[src/sv/kisco_root_cell.sv]
module kisco_root_cell #(
  parameter int ORDER = 2,
  parameter int XW = 44,
  parameter int YW = 22,
  parameter int S = 0
) (
  input  logic          clk,
  input  logic          en,
  input  logic [XW-1:0] x_in,
  input  logic [YW-1:0] y_in,
  output logic [XW-1:0] x_out,
  output logic [YW-1:0] y_out
);

  localparam int BW = XW + 2;

  logic [YW-1:0] y2;
  logic [BW-1:0] b;
  logic [XW-1:0] xs;
  logic [XW-1:0] bs;
  logic          take;

  assign y2 = {y_in[YW-2:0], 1'b0};

  generate
    if (ORDER == 3) begin : g_cube
      logic [YW:0]   y2p1;
      logic [2*YW:0] p;
      assign y2p1 = {1'b0, y2} + 1'b1;
      assign p    = y2 * y2p1;
      assign b    = BW'({p, 1'b0}) + BW'(p) + BW'(1);
    end else begin : g_square
      assign b = BW'({y2, 1'b1});
    end
  endgenerate

  assign xs   = x_in >> S;
  assign take = BW'(xs) >= b;
  assign bs   = XW'(b) << S;

  always_ff @(posedge clk) begin
    if (en) begin
      x_out <= take ? x_in - bs : x_in;
      y_out <= y2 + YW'(take);
    end
  end

endmodule

[src/sv/kisco_root_chain.sv]
module kisco_root_chain #(
  parameter int ORDER = 2,
  parameter int LANES = 1,
  parameter int N = 22,
  parameter int XW = 44,
  parameter int SW = 1
) (
  input  logic                      clk,
  input  logic                      rst,
  input  logic                      en,
  input  logic                      vld_in,
  input  logic [LANES-1:0][XW-1:0]  x_in,
  input  logic [SW-1:0]             side_in,
  output logic                      vld_out,
  output logic [LANES-1:0][N-1:0]   root,
  output logic [SW-1:0]             side_out
);

  logic [N:0][LANES-1:0][XW-1:0] xs;
  logic [N:0][LANES-1:0][N-1:0]  ys;
  logic [N-1:0]                  vld;
  logic [N-1:0][SW-1:0]          side;

  assign xs[0] = x_in;
  assign ys[0] = '0;

  generate
    for (genvar k = 0; k < N; k++) begin : g_step
      for (genvar l = 0; l < LANES; l++) begin : g_lane
        kisco_root_cell #(
          .ORDER(ORDER),
          .XW(XW),
          .YW(N),
          .S(ORDER * (N - 1 - k))
        ) u_cell (
          .clk(clk),
          .en(en),
          .x_in(xs[k][l]),
          .y_in(ys[k][l]),
          .x_out(xs[k+1][l]),
          .y_out(ys[k+1][l])
        );
      end
    end
  endgenerate

  always_ff @(posedge clk) begin
    if (rst) begin
      vld <= '0;
    end else if (en) begin
      vld <= {vld[N-2:0], vld_in};
    end
  end

  always_ff @(posedge clk) begin
    if (en) begin
      side[0] <= side_in;
      for (int k = 1; k < N; k++) begin
        side[k] <= side[k-1];
      end
    end
  end

  assign vld_out  = vld[N-1];
  assign root     = ys[N];
  assign side_out = side[N-1];

endmodule

[config.mk]
export PLATFORM = sky130hd
export DESIGN_NAME = kisco_root_chain
export DESIGN_NICKNAME = d
export VERILOG_FILES = /design/src/sv/kisco_root_cell.sv /design/src/sv/kisco_root_chain.sv
export SDC_FILE = /design/constraint.sdc
export NUM_CORES = 2
export LEC_CHECK = 0
export BUFFER_PORTS_ARGS = -buffer_cell sky130_fd_sc_hd__buf_2
export CAP_MARGIN = 15
export CELL_PAD_IN_SITES_DETAIL_PLACEMENT = 1
export CELL_PAD_IN_SITES_GLOBAL_PLACEMENT = 1
export CORE_ASPECT_RATIO = 1.5
export CORE_UTILIZATION = 38
export CTS_CLUSTER_DIAMETER = 60
export DETAILED_ROUTE_END_ITERATION = 6
export GPL_TIMING_DRIVEN = 0
export HOLD_SLACK_MARGIN = 0.1
export PLACE_DENSITY = 0.61
export RECOVER_POWER = 25
export SKIP_LAST_GASP = 1
export SYNTH_ARGS = -nofsm -noshare
export SYNTH_HDL_FRONTEND = slang
export SYNTH_SLANG_ARGS = --single-unit
export TNS_END_PERCENT = 10
[constraint.sdc]
create_clock -name clk -period 3.02 [get_ports clk]
set_input_delay 0.151 -clock clk [delete_from_list [all_inputs] [get_ports clk]]
set_output_delay 0.151 -clock clk [all_outputs]
set_load 0.03 [all_outputs]
==> qor.yml <==
ys_ff_latch: 1221
reg2reg_depth: 8
place_ws_ns: -1.80
yosysTopAreaCell: "edfxtp_1"
start_util_pct: 38.3
synthCells: 4311
crit_path_end_kind: "flop"
clock_sinks: 1221
irDropWorstVdd_mv: 0.624
clk_pin_slew_ns: 0.06
synth_nets: 4632
crit_type: "reg2reg"
via_count: 34500
final_layout_size_suffix_gt1_share_pct: 15.1
fp-row-count: 172
async_flop_share_pct: 0
wl_per_cell_um: 19.8
violations: "hold timing, setup timing"
path_cells: "ha_4 > and4_4 > nand4_1 > or4_4 > a21oi_4 > nor3_4 > inv_1 > mux2_2"
num_io_pins: 73
synth_area_leaders: "edfxtp_1, ha_1, xnor2_1, xor2_1, inv_1"
hold_path_class: "in2reg"
antenna_found_initial: 5
setup_ws_ns: -0.304
postSynthAreaPerCell_sq_um: 13.0
setup_tns_ns: -22.96
stdcell_count: 6771
cts_made_buffers: 133
tightest_slew_ns: 1.03
final_util_pct: 46.0
whs_ns: -0.140
grt_pass1_wl_um: 204000
syn2layout_area_growth_pct: 19.9
chipWidth_um: 316
clk_latency_ns: 0.76
vias_per_cell: 5.10
startpoint_type: "flop"
clock_path_buffers: 3
synth_flop_cell: "edfxtp_1"
synth_top_cell_area_share_pct: 64.1
overflow: 0
yosysWarnings: 0
grt_max_degree: 170
setup_viol: 222
multi_input_area_sq_um: 19800
die_area_sq_um: 149000
io_buffers: 72
dp_hpwl_um: 98400
grt_usage_pct: 18.0
maxSlewHeadroom_pct: 31.6
hold_violations: 93
max_clock_freq_ghz: 0.301
place.gp.congestion: 0.950
postCtsHoldBufs: 93
critPathBufInv: 1
first_pass_iters: 4
slowest_stage: "or4_4"
cp_top_family: "simple AND/OR/NAND/NOR gates"
arrival_ns: 3.84
status: "finished, violations left"
drtIter0Drc: 1228
fin_crit_ns: 3.32
ctsRootBufferMaster: "clkbuf_16"
cts_htree_levels: 4
hold_path_depth: 1
clock_skew_ns: 0.0410
nets: 5067
finalPower_uw: 48000
cts_tree: "yes"
dp_cells: 6307
critPathMaxFanout: 6
mostFrequentLayoutCells: "edfxtp_1, inv_1, nand2_1, nor2_1, ha_1"
core-area_sq_um: 147000
fillCellCount: 15000
drcViolationCount: 0
path_depth: 8
detail-route-antenna-nets: 0
synth_area_sq_um: 56200
yosysSeqAreaShare_pct: 64.8
p_per_area_nw_per_um2: 712
required_ns: 3.53
grt_pass1_vias: 37600
synth_edf_count: 1199
layout_commonest_cell: "edfxtp_1"
regArea_sq_um: 36400
rsz0062_at_grt: "true"
wirelength_um: 134000
cap_violations: 0
leakage_uw: 0.0254
period_share_pct: 110
slew_viol_final: 0
slowest_delay_ns: 0.67
ys_types: 81
die_h_um: 473
==> sequential cells by signal, indices dropped and copies added, names as in the netlist <==
register and flops:
vld 22, side 21, side_out 1, g_step.g_lane.u_cell.x_out 924, g_step.g_lane.u_cell.y_out 253
==> per-layer routing <==
layer | routed length [um] | vias to the layer above | global-route usage [%]
li1 | - | 16800 | -
met1 | 42000 | 17000 | 14.8
met2 | 78800 | 441 | 36.9
met3 | 3050 | 308 | 2.59
met4 | 10500 | 0 | 13.4
met5 | 0 | - | 0
==> synthesized netlist by cell type, drive strengths merged (29+ instances only) <==
cell type  count
xor2         168
o21a          45
nor2b         36
or4           30
nand3         60
a21o          78
or3           49
xnor2        211
nor2         283
nor3         119
o21ai        232
a21oi        249
nor4          45
clkbuf        48
inv          348
ha           272
nand2        288
mux2          29
edfxtp      1199
mux2i         30
nand2b        53
nand4         58
==> kinds of logic after synthesis <==
| kind of cell | share of synthesized area, % |
|---|---|
| XOR/XNOR | 5.91 |
| AND/OR/NAND/NOR | 10.4 |
| flip-flops | 64.8 |
| multiplexers | 1.12 |
| AO/OA/AOI/OAI | 8.90 |
| buffers and inverters | 2.81 |
| adder cells (fa/ha/maj) | 6.06 |
==> power breakdown <==
part           internal [uW]  leakage, uW  switching (uW)  total, uW
Clock                   9330      0.00208            6770      16100
Combinational           3990       0.0117            5260       9260
Sequential             21200       0.0117            1450      22700
==> stage by stage <==
stage	hold slack, ns	cell area (sq um)
global route	-0.143	67400
finish	-0.140	67400
floorplan	0.223	56200
global placement	0.327	59000
detailed placement	0.329	59200
CTS	-0.176	66000
==> worst paths after layout <==
check	start	endpoint	slack, ns
worst max-delay path	g_step[19].g_lane[0].u_cell.x_out[14]	g_step[20].g_lane[0].u_cell.x_out[22]	-0.30
worst min-delay path	en	g_step[0].g_lane[0].u_cell.x_out[13]	-0.14
worst max register to register	g_step[19].g_lane[0].u_cell.x_out[14]	g_step[20].g_lane[0].u_cell.x_out[22]	-0.30
worst min register to register	side[4]	side[5]	0.41
==> final cells by class <==
type / count / share of cell area [%]
inverters: 348 / 1.94
clock inverters: 83 / 1.23
clock buffers: 158 / 5.16
diodes: 5 / 0.0186
multi-input cells: 2677 / 29.4
well taps: 1914 / 3.55
flip-flops and latches: 1221 / 54.1
plain buffers: 56 / 0.613
repair buffers: 309 / 4.01
==> timing repair <==
action,CTS,global route
pin swaps,49,48
resized for setup,224,197
endpoints found under the setup margin,407,409
setup buffers,67,63
cloned,3,2
endpoints found under the hold margin,185,117
No activity file was read; power rests on OpenSTA's default activity.
