==> src/sv/kisco_div_cell.sv <==
module kisco_div_cell #(
  parameter int RW = 52,
  parameter int DW = 25,
  parameter int N = 30,
  parameter int K = 0
) (
  input  logic          clk,
  input  logic          en,
  input  logic [RW-1:0] rem_in,
  input  logic [DW-1:0] d_in,
  input  logic [N-1:0]  q_in,
  output logic [RW-1:0] rem_out,
  output logic [DW-1:0] d_out,
  output logic [N-1:0]  q_out
);

  logic [RW-1:0] rs;
  logic [RW-1:0] ds;
  logic          take;
  logic [N-1:0]  q_next;

  assign rs   = rem_in >> K;
  assign take = rs >= RW'(d_in);
  assign ds   = RW'(d_in) << K;

  always_comb begin
    q_next    = q_in;
    q_next[K] = take;
  end

  always_ff @(posedge clk) begin
    if (en) begin
      rem_out <= take ? rem_in - ds : rem_in;
      d_out   <= d_in;
      q_out   <= q_next;
    end
  end

endmodule

==> src/sv/kisco_div_chain.sv <==
module kisco_div_chain #(
  parameter int N = 30,
  parameter int RW = 52,
  parameter int DW = 25,
  parameter int SW = 24
) (
  input  logic          clk,
  input  logic          rst,
  input  logic          en,
  input  logic          vld_in,
  input  logic [RW-1:0] num,
  input  logic [DW-1:0] den,
  input  logic [SW-1:0] side_in,
  output logic          vld_out,
  output logic [N-1:0]  quo,
  output logic [SW-1:0] side_out
);

  logic [N:0][RW-1:0] rs;
  logic [N:0][DW-1:0] ds;
  logic [N:0][N-1:0]  qs;
  logic [N-1:0]       vld;
  logic [N-1:0][SW-1:0] side;

  assign rs[0] = num;
  assign ds[0] = den;
  assign qs[0] = '0;

  generate
    for (genvar k = 0; k < N; k++) begin : g_step
      kisco_div_cell #(
        .RW(RW),
        .DW(DW),
        .N(N),
        .K(N - 1 - k)
      ) u_cell (
        .clk(clk),
        .en(en),
        .rem_in(rs[k]),
        .d_in(ds[k]),
        .q_in(qs[k]),
        .rem_out(rs[k+1]),
        .d_out(ds[k+1]),
        .q_out(qs[k+1])
      );
    end
  endgenerate

  always_ff @(posedge clk) begin
    if (rst) begin
      vld <= '0;
    end else if (en) begin
      vld <= {vld[N-2:0], vld_in};
    end
  end

  always_ff @(posedge clk) begin
    if (en) begin
      side[0] <= side_in;
      for (int k = 1; k < N; k++) begin
        side[k] <= side[k-1];
      end
    end
  end

  assign vld_out  = vld[N-1];
  assign quo      = qs[N];
  assign side_out = side[N-1];

endmodule

==> config.mk <==
export PLATFORM = sky130hd
export DESIGN_NAME = kisco_div_chain
export DESIGN_NICKNAME = d
export VERILOG_FILES = /design/src/sv/kisco_div_cell.sv /design/src/sv/kisco_div_chain.sv
export SDC_FILE = /design/constraint.sdc
export NUM_CORES = 2
export LEC_CHECK = 0
export ABC_CLOCK_PERIOD_IN_PS = 5500
export BUFFER_PORTS_ARGS = -buffer_cell sky130_fd_sc_hd__buf_2
export CORE_ASPECT_RATIO = 0.5
export CORE_MARGIN = 2
export CORE_UTILIZATION = 45
export CTS_CLUSTER_SIZE = 16
export DETAILED_ROUTE_END_ITERATION = 6
export HOLD_SLACK_MARGIN = 0.08
export PLACE_DENSITY = 0.64
export SYNTH_ARGS = -nofsm -noshare
export SYNTH_HDL_FRONTEND = slang
export SYNTH_SLANG_ARGS = --single-unit
==> constraint.sdc <==
create_clock -name clk -period 5.5 [get_ports clk]
set_input_delay 0.825 -clock clk [delete_from_list [all_inputs] [get_ports clk]]
set_output_delay 0.825 -clock clk [all_outputs]
set_load 0.01 [all_outputs]
==> metrics.md <==
| Metric | Value |
|---|---|
| Slew Limit Headroom | `0.147` |
| FILL cells | `29433` |
| DRC Markers | `0` |
| Flops & latches, synth | `3448` |
| GRT overflow | `0` |
| Via/cell ratio | `5.28` |
| Sequential area share after synthesis | `0.655` |
| Yosys cell types | `98` |
| Die footprint | `0.356 sq mm` |
| MaxCap Viol Count | `0` |
| Layout area overhead | `11.2%` |
| Die X | `841 microns` |
| Synthesized cell area | `0.158 sq mm` |
| Post-CTS Hold Fix Bufs | `78` |
| Initial drt markers | `5738` |
| Critical path class | `reg2reg` |
| Slew @ Worst Pin | `1270 ps` |
| Unrepaired setup endpoints after global routing | `false` |
| Synth area leaders | `edfxtp_1, ha_1, xnor2_1` |
| CTS Sinks | `3448` |
| Final hold violations | `0` |
| WHS | `185 ps` |
| Setup-failing EPs final | `0` |
| Post-route setup TNS | `0 ps` |
| Total GRT Usage | `0.176` |
| VDD IR max | `0.306 mV` |
| # rows | `153` |
| Clock Root Buffer | `clkbuf_16` |
| Hold WC Path Type | `in2reg` |
| I/O Buffers | `159` |
| Synthesis Warnings | `0` |
| Starting Density | `0.453` |
| Ports | `160` |
| Dominant cell type by area after synthesis | `edfxtp_1` |
| Gpl congestion | `0.976` |
| FF-to-FF path depth | `14` |
| EDFF count, synth | `3418` |
| Vias in the first global route | `92331` |
| Detailed Route WL | `319000 microns` |
| DIE HEIGHT | `423 microns` |
| DRT Pass-1 Iters | `6` |
| Crit-path max FO | `4` |
| Post-synthesis cell count | `11950` |
| Share of the synthesized area in the top cell type | `0.651` |
| Critical Path Start | `g_step[19].u_cell.rem_out[9]$_DFFE_PP_` |
| Hold Path Depth | `3` |
| Vias | `91033` |
| Status | `finished, final reports clean` |
| Nets | `13236` |
| Mean area per synthesized cell | `13.2 sq um` |
| DP Wirelength | `234000 microns` |
| Global-route wire length before repair | `500000 microns` |
| Achievable clock frequency | `205 MHz` |
| Worst R2R Start | `g_step[19].u_cell.rem_out[9]$_DFFE_PP_` |
| LEAKAGE | `65.7 nW` |
| Top post-synthesis cells by count | `edfxtp_1, inv_1, nand2_1` |
| Worst-path clk slew | `60 ps` |
| Maximum clock path buffer count | `4` |
| Clock Latency Late Sink | `900 ps` |
| Remaining antenna violation count | `0` |
| Synth Net Count | `12831` |
| WP data arrival | `5530 ps` |
| Setup crit end kind | `flip-flop` |
| Final min period | `4880 ps` |
| Hold Startpoint | `vld_in` |
| Power Dens Cells | `484 mW/mm^2` |
| Slew Viols, Final | `0` |
| Largest net degree at the start of global routing | `197` |
| Initial antenna violation count | `2` |
| WP data required | `6150 ps` |
| Ratio of cells with drive above 1 in the final layout | `0.0783` |
| Post-synth top flop | `edfxtp_1` |
| Post-CTS setup buffers | `0` |
| TritonCTS Buffers | `321` |
| Asr flop ratio synth | `0` |
| Fin Clk Skew | `53.9 ps` |
| CTS tree | `done` |
| Routed wire per std cell | `18.5 microns` |
| Cts repair resizes | `0` |
| Cell with the most instances after synthesis | `edfxtp_1` |
| H-tree depth | `5` |
| Area of the core | `0.348 sq mm` |
| Startpoint types | `flip-flop` |
| Final period utilization | `0.887` |
-- cells in the final DEF (no fill, tap or decap), drive strengths merged, types with 69 or more instances in the layout --
cell,count
o21ai,721
nor3,209
nand3,184
xnor2,516
ha,747
a21oi,741
nor2,634
inv,974
buf,290
a31oi,69
o21bai,76
nand2,881
clkbuf,393
xor2,408
nand4,126
mux2,139
o21a,95
edfxtp,3418
nor4,127
nor2b,134
nand2b,139
dlygate4sd3,78
a21o,377
o31ai,71
clkinv,123
-- critical path: stages, from the launching register on --
cell       delay (ps)
edfxtp_1          390
inv_1              90
ha_1              170
inv_1              60
fa_1              420
a211o_1           340
a2111oi_0         480
o21bai_1          240
o21ai_0           500
o211ai_1          210
a31oi_1           470
o21ai_0           270
a221oi_1          630
nand4_1           190
xnor2_1           170
-- kinds of logic (layout without fill, tap and decap cells) --
logic type,Yosys count,after routing,share of synthesized area
AOI/OAI and AO/OA,2568,2568,0.101
xor gates and xnor gates,924,924,0.0513
adders and majority gates,776,776,0.0629
buffers and inverters,1244,1893,0.0305
DFF,3448,3448,0.655
muxes,178,178,0.0124
other,0,2,0
and+or+nand+nor,2812,2812,0.0870
-- sequential cells by signal, indices dropped and copies added (netlist names) --
| name | flops |
|---|---|
| g_step.u_cell.q_out | 465 |
| g_step.u_cell.rem_out | 1508 |
| side | 696 |
| side_out | 24 |
| g_step.u_cell.d_out | 725 |
| vld | 30 |
-- final timing paths --
check | to | slack, ps
setup / recovery | g_step[20].u_cell.rem_out[51]$_DFFE_PP_ | 620
hold / removal | vld[0]$_SDFFE_PP0P_ | 190
setup reg to reg | g_step[20].u_cell.rem_out[51]$_DFFE_PP_ | 620
hold reg to reg | side[218]$_DFFE_PP_ | 380
-- report_power, final --
part	internal, mW	total [mW]	switching, mW
registers	34.8	37.5	2.71
logic	10.8	25.9	15.1
clock network	12.0	21.6	9.61
total	57.5	84.9	27.4
-- per-stage QoR --
stage	power (mW)	worst slack, ps	utilization	instance area, sq um	cells
2_1_floorplan	55.9	1710	-	158000	11950
3_3_place_gp	63.2	514	0.473	165000	16604
3_5_place_dp	63.7	671	0.473	165000	16604
4_1_cts	85.7	630	0.504	175000	17249
5_1_grt	90.0	402	0.504	175000	17249
6_report	84.9	619	0.504	175000	17251
-- routing by layer --
metal  part of all wire  vias to the layer above  routed length [microns]  global-route usage
li1                   -                    45121                        -                   -
met1               0.39                    43409                   126000               0.197
met2               0.52                     1709                   167000               0.328
met3              0.029                      794                     9250              0.0226
met4              0.055                        0                    17500              0.0897
met5                  0                        -                        0                   0
-- final cells by class --
class	count	area, sq um	share of cell area
Multi-Input combinational cell	7258	49800	0.284
Clock inverter	174	1550	0.00882
Timing Repair Buffer	368	2910	0.0166
Sequential cell	3448	103000	0.589
Antenna cell	2	5.00	0.0000285
Clock buffer	393	8420	0.0480
Inverter	958	3600	0.0205
Tap cell	4650	5820	0.0332
(Power assumes the default switching activity.)
